[src/design/rtc_calendar_with_weekday_top_assert.svh]
// Assertion helpers for the calendar block.
`ifndef RTC_CALENDAR_WITH_WEEKDAY_TOP_ASSERT_SVH
`define RTC_CALENDAR_WITH_WEEKDAY_TOP_ASSERT_SVH

// ante holds -> cons holds in the same cycle
`define RTCWD_CHECK_NOW(label, ante, cons, msg) \
   label: assert property (@(posedge clock) disable iff (reset) (ante) |-> (cons)) \
      else $error(msg);

// ante holds -> cons holds in the next cycle
`define RTCWD_CHECK_NEXT(label, ante, cons, msg) \
   label: assert property (@(posedge clock) disable iff (reset) (ante) |=> (cons)) \
      else $error(msg);

`endif

[src/design/rtcwd_pkg.sv]
package rtcwd_pkg;

   typedef enum logic [1:0] {
      CMD_SAMPLE = 2'd0,
      CMD_START  = 2'd1,
      CMD_SET    = 2'd2
   } rtcwd_cmd_type;

   typedef enum logic [2:0] {
      LEVEL_NONE   = 3'd0,
      LEVEL_SECOND = 3'd1,
      LEVEL_MINUTE = 3'd2,
      LEVEL_HOUR   = 3'd3,
      LEVEL_DAY    = 3'd4,
      LEVEL_MONTH  = 3'd5,
      LEVEL_YEAR   = 3'd6
   } rtcwd_level_type;

   typedef struct packed {
      logic [6:0] year;
      logic [3:0] month;
      logic [4:0] day;
      logic [4:0] hour;
      logic [5:0] minute;
      logic [5:0] second;
   } rtcwd_date_type;

   localparam logic [31:0] CPS_RESET       = 32'd1000000;
   localparam logic [5:0]  SECS_PER_MIN    = 6'd60;
   localparam logic [5:0]  MINS_PER_HOUR   = 6'd60;
   localparam logic [4:0]  HOURS_PER_DAY   = 5'd24;
   localparam logic [3:0]  MONTH_LIMIT     = 4'd13;
   localparam logic [6:0]  YEAR_LIMIT      = 7'd100;
   localparam logic [6:0]  PREV_YEAR_ZERO  = 7'd4;
   localparam logic [3:0]  MONTH_FEB       = 4'd2;
   localparam logic [2:0]  DAYS_PER_WEEK   = 3'd7;

   localparam rtcwd_date_type DATE_RESET = '{
      year: 7'd0, month: 4'd1, day: 5'd1, hour: 5'd0, minute: 6'd0, second: 6'd0
   };

   function automatic logic [4:0] days_in_month(input logic [6:0] year,
                                                input logic [3:0] month);
      logic [4:0] len;
      case (month)
         4'd2:                      len = 5'd28;
         4'd4, 4'd6, 4'd9, 4'd11:   len = 5'd30;
         default:                   len = 5'd31;
      endcase
      if (month == MONTH_FEB && year[1:0] == 2'b00) begin
         len = 5'd29;
      end
      return len;
   endfunction

   // (13*m - 1) / 5 with m the March-based month number
   function automatic logic [5:0] month_offset(input logic [3:0] month);
      logic [5:0] ofs;
      case (month)
         4'd0:    ofs = 6'd25;
         4'd1:    ofs = 6'd28;
         4'd2:    ofs = 6'd31;
         4'd3:    ofs = 6'd2;
         4'd4:    ofs = 6'd5;
         4'd5:    ofs = 6'd7;
         4'd6:    ofs = 6'd10;
         4'd7:    ofs = 6'd12;
         4'd8:    ofs = 6'd15;
         4'd9:    ofs = 6'd18;
         4'd10:   ofs = 6'd20;
         4'd11:   ofs = 6'd23;
         4'd12:   ofs = 6'd25;
         4'd13:   ofs = 6'd28;
         4'd14:   ofs = 6'd31;
         default: ofs = 6'd33;
      endcase
      return ofs;
   endfunction

   // 8 = 1 mod 7, so octal digits fold
   function automatic logic [2:0] mod7(input logic [7:0] v);
      logic [4:0] s1;
      logic [3:0] s2;
      logic [3:0] r;
      s1 = {2'b00, v[2:0]} + {2'b00, v[5:3]} + {3'b000, v[7:6]};
      s2 = {1'b0, s1[2:0]} + {2'b00, s1[4:3]};
      r  = (s2 >= {1'b0, DAYS_PER_WEEK}) ? s2 - {1'b0, DAYS_PER_WEEK} : s2;
      return r[2:0];
   endfunction

endpackage

[src/design/rtcwd_timekeeper.sv]
module rtcwd_timekeeper
   import rtcwd_pkg::*;
(
   input  logic            clock,
   input  logic            reset,
   input  logic            csr_write_enable,
   input  logic [31:0]     csr_write_data,
   input  logic            step_valid,
   input  logic [1:0]      cmd,
   input  logic [31:0]     counter_value,
   input  rtcwd_date_type  load_date,
   output rtcwd_level_type level,
   output rtcwd_date_type  date_next
);

   logic [31:0]    cps_ff;
   logic [31:0]    deadline_ff;
   logic [31:0]    deadline_in;
   rtcwd_date_type date_ff;
   rtcwd_date_type date_in;
   logic [15:0]    diff;
   logic           due;
   logic [5:0]     sec_inc;
   logic [5:0]     min_inc;
   logic [4:0]     hour_inc;
   logic [4:0]     day_inc;
   logic [3:0]     month_inc;
   logic [6:0]     year_inc;
   logic [31:0]    deadline_step;
   logic [31:0]    deadline_start;

   assign diff           = counter_value[31:16] - deadline_ff[31:16];
   assign due            = ~diff[15];
   assign sec_inc        = date_ff.second + 6'd1;
   assign min_inc        = date_ff.minute + 6'd1;
   assign hour_inc       = date_ff.hour + 5'd1;
   assign day_inc        = date_ff.day + 5'd1;
   assign month_inc      = date_ff.month + 4'd1;
   assign year_inc       = date_ff.year + 7'd1;
   assign deadline_step  = deadline_ff + cps_ff;
   assign deadline_start = counter_value + cps_ff;

   always_comb begin
      deadline_in = deadline_ff;
      date_in     = date_ff;
      level       = LEVEL_NONE;
      if (step_valid) begin
         case (cmd)
            CMD_SAMPLE: begin
               if (due) begin
                  deadline_in    = deadline_step;
                  date_in.second = sec_inc;
                  level          = LEVEL_SECOND;
                  if (sec_inc >= SECS_PER_MIN) begin
                     date_in.second = '0;
                     date_in.minute = min_inc;
                     level          = LEVEL_MINUTE;
                     if (min_inc >= MINS_PER_HOUR) begin
                        date_in.minute = '0;
                        date_in.hour   = hour_inc;
                        level          = LEVEL_HOUR;
                        if (hour_inc >= HOURS_PER_DAY) begin
                           date_in.hour = '0;
                           date_in.day  = day_inc;
                           level        = LEVEL_DAY;
                           if (day_inc == '0 ||
                               day_inc > days_in_month(date_ff.year, date_ff.month)) begin
                              date_in.day   = 5'd1;
                              date_in.month = month_inc;
                              level         = LEVEL_MONTH;
                              if (month_inc == '0 || month_inc >= MONTH_LIMIT) begin
                                 date_in.month = 4'd1;
                                 date_in.year  = year_inc;
                                 level         = LEVEL_YEAR;
                                 // century wrap reports a plain second tick
                                 if (year_inc == '0 || year_inc >= YEAR_LIMIT) begin
                                    date_in.year = '0;
                                    level        = LEVEL_SECOND;
                                 end
                              end
                           end
                        end
                     end
                  end
               end
            end
            CMD_START: begin
               deadline_in = deadline_start;
            end
            CMD_SET: begin
               date_in = load_date;
            end
            default: begin
            end
         endcase
      end
   end

   assign date_next = date_in;

   always_ff @(posedge clock) begin
      if (reset) begin
         cps_ff      <= CPS_RESET;
         deadline_ff <= '0;
         date_ff     <= DATE_RESET;
      end else begin
         if (csr_write_enable) begin
            cps_ff <= csr_write_data;
         end
         deadline_ff <= deadline_in;
         date_ff     <= date_in;
      end
   end

endmodule

[src/design/rtcwd_weekday.sv]
module rtcwd_weekday
   import rtcwd_pkg::*;
(
   input  rtcwd_date_type date,
   output logic [2:0]     weekday
);

   logic       jan_feb;
   logic [6:0] y;
   logic [7:0] sum;

   assign jan_feb = (date.month <= MONTH_FEB);

   always_comb begin
      if (!jan_feb) begin
         y = date.year;
      end else if (date.year == '0) begin
         y = PREV_YEAR_ZERO;
      end else begin
         y = date.year - 7'd1;
      end
   end

   assign sum = {3'b000, date.day} + {2'b00, month_offset(date.month)}
              + {1'b0, y} + {3'b000, y[6:2]};
   assign weekday = mod7(sum);

endmodule

[src/design/rtc_calendar_with_weekday_top.sv]
// Real-time clock and calendar with weekday.
// Request channel (req_*): a command and a free-running counter sample, plus
// time and date values used by the set command. Sample checks the upper 16
// bits of the counter against the next-second deadline and, when due, ticks
// the clock; start arms the deadline at sample plus cycles per second; set
// loads the time and date. Every request item yields one response item.
// Response channel (rsp_*): highest unit a sample tick changed (century wrap
// gives second), time and date after the item, and the weekday (0 Sunday).
// csr_write_data loads the cycles-per-second register when csr_write_enable
// is high; write it only while no item is in flight.
// Each item passes the input register, then the result register holding the
// cascade and weekday result.
// Throughput: one item per cycle while the response is not stalled; the whole
// calendar update sits between those two registers.
// A stalled response holds; the input register still takes one more item,
// then req_stall rises until the response is taken.
// Reset clears both stages, sets cycles per second to 1000000, deadline to
// zero and the date to 00:00:00, day 1, month 1, year 0.
`include "rtc_calendar_with_weekday_top_assert.svh"

module rtc_calendar_with_weekday_top
   import rtcwd_pkg::*;
(
   input  logic        clock,
   input  logic        reset,
   input  logic        csr_write_enable,
   input  logic [31:0] csr_write_data,
   input  logic        req_valid,
   output logic        req_stall,
   input  logic [1:0]  req_cmd,
   input  logic [31:0] req_counter_value,
   input  logic [6:0]  req_load_year,
   input  logic [3:0]  req_load_month,
   input  logic [4:0]  req_load_day,
   input  logic [4:0]  req_load_hour,
   input  logic [5:0]  req_load_minute,
   input  logic [5:0]  req_load_second,
   output logic        rsp_valid,
   input  logic        rsp_stall,
   output logic [2:0]  rsp_change_level,
   output logic [5:0]  rsp_now_second,
   output logic [5:0]  rsp_now_minute,
   output logic [4:0]  rsp_now_hour,
   output logic [4:0]  rsp_now_day,
   output logic [3:0]  rsp_now_month,
   output logic [6:0]  rsp_now_year,
   output logic [2:0]  rsp_weekday
);

   logic            in_valid_ff;
   logic            in_valid_in;
   logic [1:0]      in_cmd_ff;
   logic [31:0]     in_counter_ff;
   rtcwd_date_type  in_load_ff;
   logic            out_valid_ff;
   logic            out_valid_in;
   rtcwd_level_type out_level_ff;
   rtcwd_date_type  out_date_ff;
   logic [2:0]      out_weekday_ff;
   logic            out_ready;
   logic            step;
   logic            req_take;
   rtcwd_level_type level;
   rtcwd_date_type  date_next;
   rtcwd_date_type  req_load;
   logic [2:0]      weekday_next;

   assign out_ready    = ~out_valid_ff | ~rsp_stall;
   assign step         = in_valid_ff & out_ready;
   assign req_stall    = in_valid_ff & ~out_ready;
   assign req_take     = req_valid & ~req_stall;
   assign in_valid_in  = req_take | req_stall;
   assign out_valid_in = step | (out_valid_ff & rsp_stall);

   assign req_load = '{
      year: req_load_year, month: req_load_month, day: req_load_day,
      hour: req_load_hour, minute: req_load_minute, second: req_load_second
   };

   rtcwd_timekeeper u_timekeeper (
      .clock            (clock),
      .reset            (reset),
      .csr_write_enable (csr_write_enable),
      .csr_write_data   (csr_write_data),
      .step_valid       (step),
      .cmd              (in_cmd_ff),
      .counter_value    (in_counter_ff),
      .load_date        (in_load_ff),
      .level            (level),
      .date_next        (date_next)
   );

   rtcwd_weekday u_weekday (
      .date    (date_next),
      .weekday (weekday_next)
   );

   always_ff @(posedge clock) begin
      if (reset) begin
         in_valid_ff  <= 1'b0;
         out_valid_ff <= 1'b0;
      end else begin
         in_valid_ff  <= in_valid_in;
         out_valid_ff <= out_valid_in;
      end
   end

   always_ff @(posedge clock) begin
      if (req_take) begin
         in_cmd_ff     <= req_cmd;
         in_counter_ff <= req_counter_value;
         in_load_ff    <= req_load;
      end
      if (step) begin
         out_level_ff   <= level;
         out_date_ff    <= date_next;
         out_weekday_ff <= weekday_next;
      end
   end

   assign rsp_valid        = out_valid_ff;
   assign rsp_change_level = out_level_ff;
   assign rsp_now_second   = out_date_ff.second;
   assign rsp_now_minute   = out_date_ff.minute;
   assign rsp_now_hour     = out_date_ff.hour;
   assign rsp_now_day      = out_date_ff.day;
   assign rsp_now_month    = out_date_ff.month;
   assign rsp_now_year     = out_date_ff.year;
   assign rsp_weekday      = out_weekday_ff;

   `RTCWD_CHECK_NOW(a_stall_on_full, in_valid_ff && out_valid_ff && rsp_stall, req_stall,
      "input stage not stalled while result is held")
   `RTCWD_CHECK_NEXT(a_cmd_no_tick, step && in_cmd_ff != CMD_SAMPLE,
      rsp_change_level == LEVEL_NONE, "non-sample item reported a change")
   `RTCWD_CHECK_NOW(a_carry_clears_second,
      rsp_valid && (rsp_change_level == LEVEL_MINUTE || rsp_change_level == LEVEL_HOUR ||
      rsp_change_level == LEVEL_DAY || rsp_change_level == LEVEL_MONTH ||
      rsp_change_level == LEVEL_YEAR), rsp_now_second == '0,
      "carry reported but second not zero")
   `RTCWD_CHECK_NOW(a_weekday_range, rsp_valid, rsp_weekday != 3'd7,
      "weekday out of range")

endmodule
[config.mk]
export PLATFORM = sky130hd
export DESIGN_NAME = rtc_calendar_with_weekday_top
export DESIGN_NICKNAME = d
export VERILOG_FILES = /design/src/design/rtcwd_pkg.sv /design/src/design/rtcwd_timekeeper.sv /design/src/design/rtcwd_weekday.sv /design/src/design/rtc_calendar_with_weekday_top.sv
export VERILOG_INCLUDE_DIRS = /design/src /design/src/design
export SDC_FILE = /design/constraint.sdc
export NUM_CORES = 1
export LEC_CHECK = 0
export BUFFER_PORTS_ARGS = -buffer_cell sky130_fd_sc_hd__buf_2
export CAP_MARGIN = 20
export CORE_MARGIN = 1.5
export CORE_UTILIZATION = 29
export CTS_CLUSTER_SIZE = 25
export DETAILED_ROUTE_END_ITERATION = 16
export GPL_TIMING_DRIVEN = 0
export HOLD_SLACK_MARGIN = 0.1
export SYNTH_ARGS = -nofsm -noshare
export SYNTH_HDL_FRONTEND = slang
export SYNTH_SLANG_ARGS = --single-unit
export TNS_END_PERCENT = 5
[constraint.sdc]
create_clock -name clock -period 13.4 [get_ports clock]
set_input_delay 4.02 -clock clock [delete_from_list [all_inputs] [get_ports clock]]
set_output_delay 4.02 -clock clock [all_outputs]
set_load 0.05 [all_outputs]
==> results of run 1 <==
## synthesized netlist by cell type (11+ instances only)
cell type,count
nand2_1,121
edfxtp_1,106
nor2_1,102
dfxtp_1,99
a21oi_1,87
ha_1,86
o21ai_0,80
inv_1,51
nor2b_1,47
clkbuf_1,41
mux2i_1,33
nand3_1,24
a21o_1,22
mux2_2,22
nand2b_1,20
nor3_1,20
xnor2_1,20
xor2_1,20
or3_1,17
and3_1,15
a211o_1,13
a22o_1,11
buf_2,11
fa_1,11
o31ai_1,11
## placed cells by master, fill, tap and decap left out, drive strengths merged, types with 14 or more instances in the layout
cell type,n
xor2,20
nor2b,47
buf,165
or3,17
nand2,121
ha,86
nor2,102
nand3,24
mux2,24
mux2i,34
nand2b,20
a211o,14
inv,56
clkbuf,79
and3,15
a21o,22
dfxtp,99
edfxtp,106
a21oi,89
o21ai,83
nor3,20
xnor2,21
## cells by family after synthesis
logic type,count (synthesis),synth area share [%]
mux,58,5.064
xor+xnor,41,3.004
simple gates,412,16.62
buf+inv,115,3.813
fa+ha+maj,97,10.62
flops,205,42.32
compound gates,335,18.57
## flip-flops by register name (all words and copies together), names as in the netlist, 5 cells and up
| signal | flops |
|---|---|
| rsp_now_day | 5 |
| u_timekeeper.cps_ff | 32 |
| in_counter_ff | 32 |
| rsp_now_second | 6 |
| in_load_ff | 33 |
| rsp_now_minute | 6 |
| u_timekeeper.date_ff | 33 |
| rsp_now_hour | 5 |
| rsp_now_year | 7 |
| u_timekeeper.deadline_ff | 32 |
## stage by stage
step	setup slack (ns)	utilization (%)	instances	hold WS [ns]	cell area (um^2)
after floorplan	2.526	-	1263	0.4294	12210
after global placement	1.451	32.99	1939	0.4353	13590
after detailed placement	1.310	33.15	1942	0.4439	13660
after CTS	1.877	35.09	1986	0.4516	14460
after global routing	1.342	35.09	1986	0.4787	14460
final	1.950	35.09	1986	0.4479	14460
## how the worst max path moves through the flow
stage,slack (ns),start,depth (start not counted),to
after detailed placement,1.31,rsp_stall,32,rsp_weekday[1]
after CTS,1.88,rsp_stall,32,rsp_weekday[1]
after global routing,1.34,rsp_stall,32,rsp_weekday[1]
after floorplan,2.53,rsp_stall,33,rsp_weekday[1]
final,1.95,rsp_stall,32,rsp_weekday[1]
after global placement,1.45,rsp_stall,34,rsp_weekday[1]
## power breakdown
group	total [mW]	internal [mW]	switching (mW)
logic	0.881	0.401	0.480
clock network	0.658	0.390	0.268
registers	0.759	0.740	0.0191
## per-layer routing
layer,part of all wire (%),vias to the layer above,GRT usage [%]
met5,0,-,0
met4,2.5,0,4.078
met3,4.4,50,2.521
met2,48,270,26.94
met1,46,4779,20.20
li1,-,4947,-
## critical path, delay by kind of cell
kind | cells | cell delay [ns]
mux | 2 | 0.52
fa+ha+maj | 9 | 3.28
xor+xnor | 3 | 0.56
simple gates | 4 | 0.63
compound gates | 6 | 1.57
buf+inv | 8 | 1.14
## layout make-up
class / instances / share of cell area (%)
clock inverter: 7 / 0.2596
timing repair buffer: 147 / 5.400
sequential: 205 / 35.72
tap: 532 / 4.604
inverter: 55 / 1.428
buffer: 60 / 1.791
multi-input combinational: 943 / 45.53
clock buffer: 37 / 5.270
==> results.cfg, run 1 <==
[placement]
place_congestion = 0.8785
port_buffers = 144
place_hpwl_um = 26390

[clock_tree]
cts_root_buffer = clkbuf_16
htreeDepth = 1
cts-resized-gates = 0
post_cts_buffers = 0
cts_tree = yes
clk_latency_ns = 0.54
cts_buffers = 25
clock_path_buffers = 3
clk_pin_slew_worst_paths_ns = 0.05
cts_sinks = 205
postCtsHoldBufs = 0

[worst_setup_path]
crit_path_end_kind = flip-flop
cp.arrival_ns = 11.74
cp_slowest_cell = o2bb2ai_1
critPathKind = in -> reg
cpPeakStageDelay_ns = 0.55
path_common_cell = ha_1
timing.rr.start = in_counter_ff[21]
r2r_end = rsp_weekday[1]
worstPathMaxFanout = 10
required_ns = 13.69
r2r_slack_ns = 3.90
crit_path_start_kind = input port
reg2reg_depth = 33

[global_routing]
grt_pass1_wl_um = 53610
overflow = 0
grt_max_degree = 36
grt_usage_pct = 15.61
grt_pass1_vias = 9777
antenna_found_initial = 0

[die]
dieArea_um2 = 43330
start_util_pct = 29.62
rows = 74
pin_count = 145
dieHeight_um = 208.2
die_w_um = 208.2
core_um2 = 41200

[sta]
post-route-period-util_pct = 85.45
slew_violations = 0
tightest_slew_ns = 0.9026
setup_tns_ns = 0
max_slew_margin_pct = 39.83
finalSetupViolCount = 0
period_needed_ns = 11.45
finalHoldViolations = 0
finClkSkew_ns = 0.01179
rsz0062_at_grt = false
fmax_mhz = 87.33

[hold_path]
min-delay-start = u_timekeeper.deadline_ff[13]
min_to = u_timekeeper.deadline_ff[13]
worstHoldPathType = reg -> reg
hold_depth = 2

[synth]
async_flop_share_pct = 0
synth-edff-count = 106
synth_top_cells_by_area = edfxtp_1 26%, dfxtp_1 16%, ha_1 8.8%, nand2_1 3.7%, a21oi_1 3.6%
ys_ff_latch = 205
netlist.area_leader.share_pct = 26.08
synth_area_um2 = 12210
yosysTopAreaCell = edfxtp_1
synth_fp_nets = 1464
synth.distinct_cells = 92
syn_avg_cell_area_um2 = 9.664
synth_ff_type = edfxtp_1
synth_warnings = 0
synth_cells = 1263
ys_seq_area_share_pct = 42.32

[status]
status = finished clean

[final_layout]
fillers = 4200
drive_gt1_share_pct = 17.47
syn2layout_area_growth_pct = 18.46
final_nets = 1638
antenna_cells = 0
final-seq-area_um2 = 5165
multiInputGateArea_um2 = 6583

[pwr]
leakagePower_nw = 5.934
irDropWorstVdd_mv = 0.2798
total_power_mw = 2.298
pwr_density_cell_nw_per_um2 = 158.9

[drt]
drtIter0Drc = 597
vias = 10050
viasPerCell = 5.058
drtAntennaViolNets = 0
detail_route.first_pass.iterations = 5
drcViolationCount = 0
routed_wl_um = 34520
wl_per_cell_um = 17.38

[flow_run]
max-cap-violations = 0
Power figures use the tool's default switching activity.
==> run 2: changes to the inputs <==
RECOVER_POWER = 25   (was not set)
==> results.cfg, run 2 (synthesis results as in run 1) <==
[status]
status = complete, but fails checks
violations = capacitance limit, slew limit

[die]
start_util_pct = 29.62
rows = 74
core_um2 = 41200
dieArea_um2 = 43330
pin_count = 145
die_w_um = 208.2
dieHeight_um = 208.2

[pwr]
pwr_density_cell_nw_per_um2 = 159.2
power_frac_comb_pct = 38.3
total_power_mw = 2.295
internal_power_mw = 1.529
power_switching_mw = 0.7660
irDropWorstVdd_mv = 0.2801
clock_power_share_pct = 28.7
p_seq_share_pct = 33.1
switching_share_pct = 33.38
leakagePower_nw = 5.885

[global_routing]
grt_max_degree = 36
antenna_found_initial = 0
grt_pass1_vias = 9777
grt_pass1_wl_um = 53610
grt_usage_pct = 15.61
overflow = 0

[drt]
wl_per_cell_um = 17.37
detail_route.first_pass.iterations = 5
drtAntennaViolNets = 0
routed_wl_um = 34490
drcViolationCount = 0
viasPerCell = 5.044
drtIter0Drc = 628
vias = 10020

[sta]
timing.hold.ws_ns = 0.4491
tightest_slew_ns = 2.013
finalHoldViolations = 0
finClkSkew_ns = 0.01109
finalSetupViolCount = 0
max_slew_margin_pct = -34.23
post-route-period-util_pct = 85.49
rsz0062_at_grt = false
period_needed_ns = 11.46
slew_violations = 36
setup_tns_ns = 0
fmax_mhz = 87.30

[worst_setup_path]
crit_path_end_kind = flip-flop
path_buf_inv = 8
cp.arrival_ns = 11.74
path_common_cell = ha_1
cpPeakStageDelay_ns = 0.57
required_ns = 13.69
cp_slowest_cell = o2bb2ai_1
worstPathMaxFanout = 10
crit_path_start_kind = input port
critPathKind = in -> reg
r2r_slack_ns = 3.34
crit_family = adder cells

[clock_tree]
cts_tree = yes
clk_latency_ns = 0.54
cts_root_buffer = clkbuf_16
post_cts_buffers = 0
clock_path_buffers = 3
htreeDepth = 1
cts-resized-gates = 0
cts_sinks = 205
clk_pin_slew_worst_paths_ns = 0.06
cts_buffers = 25
postCtsHoldBufs = 0

[final_layout]
reg_top3 = in_load_ff x33, u_timekeeper.date_ff x33
layout_common_cells = 142 x buf_2, 121 x nand2_1, 106 x edfxtp_1, 102 x nor2_1, 99 x dfxtp_1
fillers = 4210
drive_gt1_share_pct = 16.30
antenna_cells = 0
final_nets = 1638
syn2layout_area_growth_pct = 18.10
final_common_cell = buf_2
fin_area_um2 = 14420

[placement]
place_congestion = 0.8785
place_hpwl_um = 26390
placed_cell_area_um2 = 13660
port_buffers = 144

[hold_path]
worstHoldPathType = reg -> reg

[flow_run]
max-cap-violations = 1
## run 2: routing by layer
| metal | up-vias | track usage (%) | share of wire (%) |
|---|---|---|---|
| met5 | - | 0 | 0 |
| met4 | 0 | 4.078 | 2.4 |
| li1 | 4951 | - | - |
| met1 | 4760 | 20.20 | 45 |
| met2 | 261 | 26.94 | 48 |
| met3 | 46 | 2.521 | 4.6 |
## run 2: path summary, 6_finish.rpt
kind	start	to	depth (start not counted)
worst max-delay path	rsp_stall	rsp_weekday[1]	32
worst min-delay path	u_timekeeper.deadline_ff[4]	u_timekeeper.deadline_ff[4]	2
worst max register to register	in_counter_ff[18]	rsp_weekday[1]	33
worst min register to register	u_timekeeper.deadline_ff[4]	u_timekeeper.deadline_ff[4]	2
## run 2: stage by stage
step	utilization (%)	std cells	setup slack [ns]
after floorplan	-	1263	2.526
after detailed placement	33.15	1942	1.310
after global placement	32.99	1939	1.451
after global routing	34.99	1986	1.355
after CTS	35.09	1986	1.877
final	34.99	1986	1.945
## run 2: power by group through the flow
stage	clock network (mW)	logic [mW]	registers (mW)
2_1_floorplan	0	0.675	0.801
3_3_place_gp	0	0.854	0.774
3_5_place_dp	0	0.892	0.772
4_1_cts	0.681	0.894	0.759
5_1_grt	0.701	1.00	0.762
6_report	0.658	0.879	0.759
## run 2: area by class of cell
| type | instances | area [um^2] | share of cell area (%) |
|---|---|---|---|
| Sequential cell | 205 | 5165 | 35.83 |
| Buffer | 60 | 259.0 | 1.797 |
| Timing Repair Buffer | 147 | 748.2 | 5.191 |
| Multi-Input combinational cell | 943 | 6571 | 45.59 |
| Tap cell | 532 | 665.6 | 4.618 |
| Inverter | 55 | 206.4 | 1.432 |
| Clock inverter | 7 | 37.54 | 0.2604 |
| Clock buffer | 37 | 762.0 | 5.286 |
## run 2: worst min-delay path, stage by stage (launching register included)
cell and delay, ns:
dfxtp_1 0.30, nand2_1 0.05, a21oi_1 0.05
